--- src/sv/assert_macros.svh ---
// ----------------------------------------------------------------------------
// Assertion macros
// Shared assertion forms for the neighbor run filter. Each macro names the
// clock and the reset so that the check is disabled while reset is high.
// ----------------------------------------------------------------------------
`ifndef ASSERT_MACROS_SVH
`define ASSERT_MACROS_SVH

// The consequent must hold in the same cycle as the antecedent.
`define CNRF_ASSERT_NOW(label, clk, rst, ante, cons, msg) \
  label: assert property (@(posedge clk) disable iff (rst) (ante) |-> (cons)) \
    else $error(msg);

// The consequent must hold in the cycle after the antecedent.
`define CNRF_ASSERT_NEXT(label, clk, rst, ante, cons, msg) \
  label: assert property (@(posedge clk) disable iff (rst) (ante) |=> (cons)) \
    else $error(msg);

`endif

--- src/sv/cnrf_pkg.sv ---
// ----------------------------------------------------------------------------
// cnrf_pkg
// Types, codes and the run-length table shared by the neighbor run filter.
// ----------------------------------------------------------------------------
package cnrf_pkg;

  // Configuration register indexes.
  localparam int CFG_INDEX_BITS = 2;
  localparam logic [CFG_INDEX_BITS-1:0] REG_MIN_RUN     = 2'd0;
  localparam logic [CFG_INDEX_BITS-1:0] REG_GRID_WIDTH  = 2'd1;
  localparam logic [CFG_INDEX_BITS-1:0] REG_GRID_HEIGHT = 2'd2;

  // Register field widths and reset values.
  localparam int CFG_DATA_BITS = 16;
  localparam int RUN_BITS      = 5;
  localparam int GW_BITS       = 11;
  localparam int GH_BITS       = 16;
  localparam int ROW_BITS      = GH_BITS + 1;

  localparam logic [RUN_BITS-1:0] MIN_RUN_RESET     = 5'd1;
  localparam logic [GW_BITS-1:0]  GRID_WIDTH_RESET  = 11'd1024;
  localparam logic [GH_BITS-1:0]  GRID_HEIGHT_RESET = 16'd1024;

  // Input word kinds.
  localparam logic ACT_CELL = 1'b0;
  localparam logic ACT_PAD  = 1'b1;

  // Position flags of the center cell that a word completes.
  typedef struct packed {
    logic emit;
    logic top_ok;
    logic bottom_ok;
    logic left_ok;
    logic right_ok;
    logic last;
  } pos_flags_t;

  // Longest circular run of ones over two laps of eight neighbor bits.
  typedef logic [255:0][RUN_BITS-1:0] run_tab_t;

  function automatic run_tab_t build_run_table();
    run_tab_t   tab;
    int         run;
    int         best;
    logic [7:0] bits;
    for (int i = 0; i < 256; i++) begin
      bits = 8'(i);
      run  = 0;
      best = 0;
      for (int lap = 0; lap < 2; lap++) begin
        for (int d = 0; d < 8; d++) begin
          if (bits[d]) begin
            run = run + 1;
          end else begin
            if (run > best) best = run;
            run = 0;
          end
        end
      end
      if (run > best) best = run;
      tab[i] = RUN_BITS'(best);
    end
    return tab;
  endfunction

  localparam run_tab_t RUN_TABLE = build_run_table();

endpackage

--- src/sv/cnrf_eval.sv ---
// ----------------------------------------------------------------------------
// cnrf_eval
// 3x3 window of nonzero bits, run-length test of the center cell, and the
// output register of the result channel.
// ----------------------------------------------------------------------------
`include "assert_macros.svh"

module cnrf_eval #(
  parameter int VALUE_BITS = 16
) (
  input  logic                             clk,
  input  logic                             rst,
  input  logic                             shift,
  input  logic [2:0]                       col_nz,
  input  logic [VALUE_BITS:0]              col_mid,
  input  cnrf_pkg::pos_flags_t             col_flags,
  input  logic [cnrf_pkg::RUN_BITS-1:0]    min_run,
  output logic                             s2_free,
  output logic                             out_valid,
  input  logic                             out_stall,
  output logic signed [VALUE_BITS-1:0]     area_value,
  output logic                             marked,
  output logic                             last_of_frame
);

  localparam int EW = VALUE_BITS + 1;

  // Window columns: bit 0 top row, bit 1 middle row, bit 2 bottom row.
  logic [2:0]    left_nz;
  logic [2:0]    mid_nz;
  logic [2:0]    right_nz;
  logic [EW-1:0] right_ctr;
  logic [EW-1:0] center;

  logic                 s2_valid;
  cnrf_pkg::pos_flags_t s2_flags;

  logic                          out_free;
  logic [7:0]                    nb_bits;
  logic [cnrf_pkg::RUN_BITS-1:0] run_len;
  logic [VALUE_BITS-1:0]         cval;
  logic                          keep;

  assign out_free = !out_valid || !out_stall;
  assign s2_free  = !s2_valid || !s2_flags.emit || out_free;

  // Window shift as each word leaves the line store stage.
  always_ff @(posedge clk) begin
    if (shift) begin
      left_nz   <= mid_nz;
      mid_nz    <= right_nz;
      right_nz  <= col_nz;
      center    <= right_ctr;
      right_ctr <= col_mid;
      s2_flags  <= col_flags;
    end
  end

  always_ff @(posedge clk) begin
    if (rst) begin
      s2_valid <= 1'b0;
    end else if (shift) begin
      s2_valid <= 1'b1;
    end else if (s2_free) begin
      s2_valid <= 1'b0;
    end
  end

  // Neighbors in cyclic order N, NE, E, SE, S, SW, W, NW, masked at the edges.
  always_comb begin
    nb_bits[0] = mid_nz[0]   & s2_flags.top_ok;
    nb_bits[1] = right_nz[0] & s2_flags.top_ok & s2_flags.right_ok;
    nb_bits[2] = right_nz[1] & s2_flags.right_ok;
    nb_bits[3] = right_nz[2] & s2_flags.bottom_ok & s2_flags.right_ok;
    nb_bits[4] = mid_nz[2]   & s2_flags.bottom_ok;
    nb_bits[5] = left_nz[2]  & s2_flags.bottom_ok & s2_flags.left_ok;
    nb_bits[6] = left_nz[1]  & s2_flags.left_ok;
    nb_bits[7] = left_nz[0]  & s2_flags.top_ok & s2_flags.left_ok;
  end

  // Keep test on the center cell.
  assign run_len = cnrf_pkg::RUN_TABLE[nb_bits];
  assign cval    = center[VALUE_BITS-1:0];
  assign keep    = (cval != '0) && center[VALUE_BITS] && (run_len >= min_run);

  // Output register.
  always_ff @(posedge clk) begin
    if (rst) begin
      out_valid <= 1'b0;
    end else if (out_free) begin
      out_valid <= s2_valid && s2_flags.emit;
    end
  end

  always_ff @(posedge clk) begin
    if (out_free && s2_valid && s2_flags.emit) begin
      area_value    <= keep ? cval : '0;
      marked        <= keep;
      last_of_frame <= s2_flags.last;
    end
  end

  // A marked word always carries its nonzero value, an unmarked one zero.
  `CNRF_ASSERT_NOW(a_marked_nonzero, clk, rst, out_valid && marked, area_value != '0, "marked word with zero value")
  `CNRF_ASSERT_NOW(a_unmarked_zero, clk, rst, out_valid && !marked, area_value == '0, "unmarked word with nonzero value")

endmodule

--- config.mk ---
export PLATFORM = sky130hd
export DESIGN_NAME = cnrf_eval
export DESIGN_NICKNAME = d
export VERILOG_FILES = /design/src/sv/cnrf_pkg.sv /design/src/sv/cnrf_eval.sv
export VERILOG_INCLUDE_DIRS = /design/src /design/src/sv
export SDC_FILE = /design/constraint.sdc
export NUM_CORES = 1
export LEC_CHECK = 0
export ABC_CLOCK_PERIOD_IN_PS = 3600
export BUFFER_PORTS_ARGS = -buffer_cell sky130_fd_sc_hd__buf_2
export CORE_ASPECT_RATIO = 1.5
export CORE_MARGIN = 4
export CORE_UTILIZATION = 50
export DETAILED_ROUTE_END_ITERATION = 12
export PLACE_DENSITY = 0.8
export SYNTH_ARGS = -nofsm -noshare
export SYNTH_HDL_FRONTEND = slang
export SYNTH_SLANG_ARGS = --single-unit
--- constraint.sdc ---
create_clock -name clk -period 3.6 [get_ports clk]
set_input_delay 0.72 -clock clk [delete_from_list [all_inputs] [get_ports clk]]
set_output_delay 0.72 -clock clk [all_outputs]
set_load 0.01 [all_outputs]
* Yosys cells after proc, flatten, opt, wreduce, memory -nomap -nowiden *
Memories as Yosys holds them, arrays and structs flattened.
Index checks and enable logic that the tools add are counted.

storage, ports and cells
  register bits = 69
  memory bits (read-only) = 1280
  input bits = 35
  output and inout bits = 20
  word-level logic and storage cells = 48
  memories = 1

memories
  memory            words  width  read ports  clocked after Yosys merged registers in  wr ports  RTL line         source
  (name not given)  256    5      1           0                                        0         cnrf_eval.sv:82  assign run_len = cnrf_pkg::RUN_TABLE[nb_bits];

cells by class
  $lt $le $gt $ge = 2
  mux-type cells = 3
  bitwise gates (word level) = 12
  reduce and logical (&&, ||, !) cells = 14

operators by type and width
  cell                                                                  number
  16-bit nonzero test                                                   1
  1-bit AND                                                             12
  8-bit by 9-bit < comparator with 1-bit output, second input constant  1
  5-bit >= comparator                                                   1
  1-bit logical AND                                                     5
  5-bit 2-to-1 mux                                                      1
  1-bit logical NOT                                                     4
  1-bit logical OR                                                      3
  1-bit 2-to-1 mux                                                      2
  2-bit nonzero test                                                    1

* Logic depth before layout (Yosys ltp) *
  depth after elaboration = 6
  gate-level depth with buffers = 19
  depth with buffers taken out = 16

* Worst setup path before layout *
OpenSTA, ideal clock, no wires.

  path kind = flip-flop to flip-flop
  from = register s2_flags[4] (netlist bit)
  to = register area_value[10], data pin
  library setup time = 0.255 ns
  arrival time = 3.405 ns
  required time = 3.345 ns
  path slack = -0.059 ns
  stages on the path, launching flop included = 20
  path buffers = 3
  period minus slack after synthesis = 3.659 ns
  cell sequence = edfxtp_1 buf_6 and2_4 buf_6 inv_1 ha_1 a41o_1 a31oi_1 o311ai_1 a21boi_0 o21ai_0 nand3_1 ha_1 nand2b_1 a21o_1 a21o_1 a31oi_1 and3b_1 clkbuf_1 and2_1

on the way
  cells in the longest elaborated chain, start to end = 6
  elaborated cells between the ends (all ways) = 9
  classes of those cells = order compare: 1; mux: 1; bitwise: 5; reduce/logical: 1; memory: 1

ends and longest elaborated chain
  element                                           RTL line                          source
  from (decl)                                       cnrf_eval.sv:36                   cnrf_pkg::pos_flags_t s2_flags;
  from (signal assigned)                            cnrf_eval.sv:55                   s2_flags <= col_flags;
  1-bit AND, on equally long branches (2 in a row)  cnrf_eval.sv:72, cnrf_eval.sv:78
  memory 256 x 5 bit *                              n/a
  5-bit 2-to-1 mux (implied by the code) *          cnrf_eval.sv:82
  5-bit >= comparator *                             cnrf_eval.sv:84                   assign keep = (cval != '0) && center[VALUE_BITS] && (run_len >= min_run);
  1-bit logical AND *                               cnrf_eval.sv:84
  named net keep                                    cnrf_eval.sv:42                   logic keep;
  to (signal assigned)                              cnrf_eval.sv:97                   area_value <= keep ? cval : '0;
  to (decl)                                         cnrf_eval.sv:21                   output logic signed [VALUE_BITS-1:0] area_value,

The timed path passes the listed nets; every way through them passes the cells marked *. The select of a mux whose other input is x is not followed.
A chain may end at the register's enable or synchronous reset.

* Worst setup path after layout *
  from = register s2_flags[4] (netlist bit)
  to = register area_value[4], data pin

on the way
  cells in the longest elaborated chain, start to end = 6
  elaborated cells between the ends (all ways) = 9
  classes of those cells = order compare: 1; mux: 1; bitwise: 5; reduce/logical: 1; memory: 1

ends and longest elaborated chain
  element                                           RTL line
  1-bit AND, on equally long branches (2 in a row)  cnrf_eval.sv:72, cnrf_eval.sv:78
  memory 256 x 5 bit *                              n/a
  5-bit 2-to-1 mux (implied by the code) *          cnrf_eval.sv:82
  5-bit >= comparator *                             cnrf_eval.sv:84
  1-bit logical AND *                               cnrf_eval.sv:84

Mark *: on every way between the ends. The rest lies on a longest branch, timed or not. The select of a mux whose other input is x is not followed.

==> flow_summary_export.csv <==
group,metric,value,unit
logic_synthesis,netlist_area,3270,um^2
clock_tree,cts_hold_buf,0,
timing,final-hold-violation-count,0,
timing,relSlewSlack,31.0,%
setup_path,worstSetupEndpointType,"flop",
logic_synthesis,yosysSeqAreaShare,62.8,%
floorplanning,row_count,35,
logic_synthesis,synthCells,259,
clock_tree,clk_pin_slew_worst_paths,0.07,ns
floorplanning,dieWidth,74.0,um
global_route,overflow,0,
timing,rsz0062_at_grt,"yes",
timing,finalClockSkew,0.00780,ns
timing,max_freq,288,MHz
setup_path,critical-path-max-stage-delay,0.47,ns
routing,drc,0,
floorplanning,dieArea,7910,um^2
finish,layout-drive-gt1-share,35.4,%
power_and_ir_drop,vdd_drop_max,0.384,mV
logic_synthesis,synth.distinct_cells,49,
setup_path,arrival,3.56,ns
place,dp_hpwl,5770,um
clock_tree,clockBufferDepth,2,
setup_path,crit_path_max_fanout,8,
place,dp.cells,401,
finish,num_antenna_cells,0,
job,max_cap_violations,0,
logic_synthesis,synth_edf_count,67,
clock_tree,cts.htree.levels,3,
logic_synthesis,syn_avg_cell_area,12.6,um^2
logic_synthesis,synth_ff_type,"edfxtp_1",
global_route,grt_max_degree,51,
place,io_buffers,54,
global_route,grt_pass1_wl,11900,um
finish,utilization,65.1,%
global_route,grt_pass1_vias,2496,
floorplanning,start_util,52.1,%
outcome,status,"complete, no violations",
finish,syn_to_final_growth,24.9,%
setup_path,path_cells,"and2_4 > inv_4 > ha_4 > buf_4 > o311ai_0 > a221oi_1 > o21ai_1 > o21ai_1 > nand3_2 > ha_1 > nand2b_1 > a21o_1 > a21o_1 > a31oi_4 > and3b_2 > and2_1",
routing,vias,2462,
setup_path,crit_start,"s2_flags[4]$_DFFE_PP_",
min_path,hold_path.class,"flop to flop",
logic_synthesis,async_flop_share,0,%
clock_tree,clock_latency,0.33,ns
setup_path,crit_buf_inv,2,
floorplanning,dieHeight,107,um
finish,nets,385,
setup_path,cpMaxStageDelayCell,"o311ai_0",
routing,firstDrtPassIters,5,
power_and_ir_drop,power_density,460,nW/um^2
place,pre_cts_slack,-0.116,ns
routing,drtAntennaViolNets,0,
routing,avgViaCountPerCell,5.85,
timing,fin_crit_sh,96.5,%
routing,routed_wl,7730,um
logic_synthesis,synth_warnings,0,
timing,fin_ws,0.127,ns
setup_path,path_delay_family,"compound AO/OA/AOI/OAI gates",
timing,setup_tns,0,ns
setup_path,r2r_slack,0.13,ns
clock_tree,cts_tree,"yes",
clock_tree,cts_sinks,69,
power_and_ir_drop,p_leak,1.55,nW
routing,wl_per_cell,18.4,um
setup_path,reg2reg_from,"s2_flags[4]$_DFFE_PP_",
place,gp_congestion,0.940,
floorplanning,num_io_pins,55,
timing,whs,0.417,ns
setup_path,cp-start-kind,"flop",
clock_tree,cts_buffers,9,
timing,worst_slew_pin_slew,1.03,ns
global_route,track_usage,20.4,%
clock_tree,cts_root_buf,"clkbuf_8",
logic_synthesis,ys_ff_latch,69,
timing,finalSetupViolations,0,
finish,instances_no_fill,421,
min_path,hold_path_startpoint,"s2_flags[0]$_DFFE_PP_",
setup_path,crit_type,"flop to flop",
logic_synthesis,synth_top_area_share,61.6,%
routing,first_iter_violations,274,
logic_synthesis,syn_nets,302,
logic_synthesis,synthTopCellsByArea,"edfxtp_1 62%, and2_1 3.4%, a21oi_1 3.1%",
timing,fin_crit,3.47,ns
logic_synthesis,yosysTopAreaCell,"edfxtp_1",
floorplanning,coreArea,6260,um^2
timing,slew_viol_final,0,
setup_path,required,3.68,ns
global_route,antenna_found_initial,0,
synth_stat cells (all sizes together) (6+ instances only):
| master | number |
|---|---|
| nor4 | 6 |
| inv | 9 |
| ha | 8 |
| nor2 | 8 |
| nand3 | 11 |
| o21ai | 12 |
| nand2 | 17 |
| nor3 | 6 |
| buf | 13 |
| and2 | 19 |
| a21oi | 21 |
| a31oi | 6 |
| edfxtp | 67 |
metrics by stage:
stage | cell area [um^2] | power, mW
final | 4080 | 1.88
after floorplan | 3280 | 1.11
after detailed placement | 3740 | 1.22
after global placement | 3740 | 1.21
after CTS | 3980 | 1.88
after global routing | 4080 | 1.96
kinds of logic after synthesis:
family	synth area share, %
flops	62.8
compound gates	14.3
buf+inv	4.94
fa+ha+maj	3.07
simple gates	14.9
layout by cell type, fill, tap and decap left out, types with 3 or more instances in the layout:
| cell type | instances |
|---|---|
| edfxtp_1 | 67 |
| buf_2 | 54 |
| buf_4 | 32 |
| and2_1 | 18 |
| a21oi_1 | 18 |
| nand2_1 | 17 |
| nand3_1 | 10 |
| clkbuf_8 | 9 |
| inv_1 | 8 |
| nor2_1 | 7 |
| o21ai_0 | 7 |
| nor3_1 | 6 |
| nor4_1 | 5 |
| nand4_1 | 5 |
| a31oi_1 | 5 |
| o21ai_1 | 4 |
| ha_1 | 4 |
| a21o_1 | 3 |
| o31ai_1 | 3 |
| a21oi_2 | 3 |
| a211oi_1 | 3 |
| o211ai_1 | 3 |
| ha_4 | 3 |
timing repair:
| action | 4_1_cts | 5_1_grt |
|---|---|---|
| pin swaps | 1 | 12 |
| gates resized for setup | 3 | 19 |
| gates cloned | 1 | 0 |
| setup buffers | 0 | 3 |
| endpoints found under the setup margin | 15 | 16 |
flip-flops by register name, indices dropped and copies added, names as in the netlist, 3 cells and up:
register	cells
mid_nz	3
right_ctr	17
s2_flags	6
area_value	16
left_nz	3
center	17
right_nz	3
worst paths after layout:
| check | to | depth (start not counted) |
|---|---|---|
| worst max-delay path | area_value[4]$_SDFFCE_PN0P_ | 16 |
| worst min-delay path | last_of_frame$_DFFE_PP_ | 0 |
| worst max register to register | area_value[4]$_SDFFCE_PN0P_ | 16 |
| worst min register to register | last_of_frame$_DFFE_PP_ | 0 |
cell type report:
class	count	area (um^2)
Multi-Input combinational cell	166	1160
Clock inverter	6	87.6
Fill cell	486	2180
Clock buffer	10	128
Inverter	9	36.3
Tap cell	74	92.6
Sequential cell	69	2050
Timing Repair Buffer	87	522
power by group:
part           leakage, nW  switching, mW  total (mW)  internal, mW
Combinational        0.805          0.140       0.252         0.112
Sequential           0.641         0.0284       0.970         0.942
Clock                0.100          0.266       0.655         0.389
Total                 1.55          0.435        1.88          1.44
routing by layer:
| layer | vias to the layer above | GRT usage [%] | wire, um |
|---|---|---|---|
| met3 | 33 | 3.47 | 432 |
| met1 | 1150 | 21.8 | 2640 |
| met5 | - | 0 | 0 |
| li1 | 1169 | - | - |
| met2 | 110 | 35.5 | 4250 |
| met4 | 0 | 13.9 | 411 |
Power figures use the tool's default switching activity.
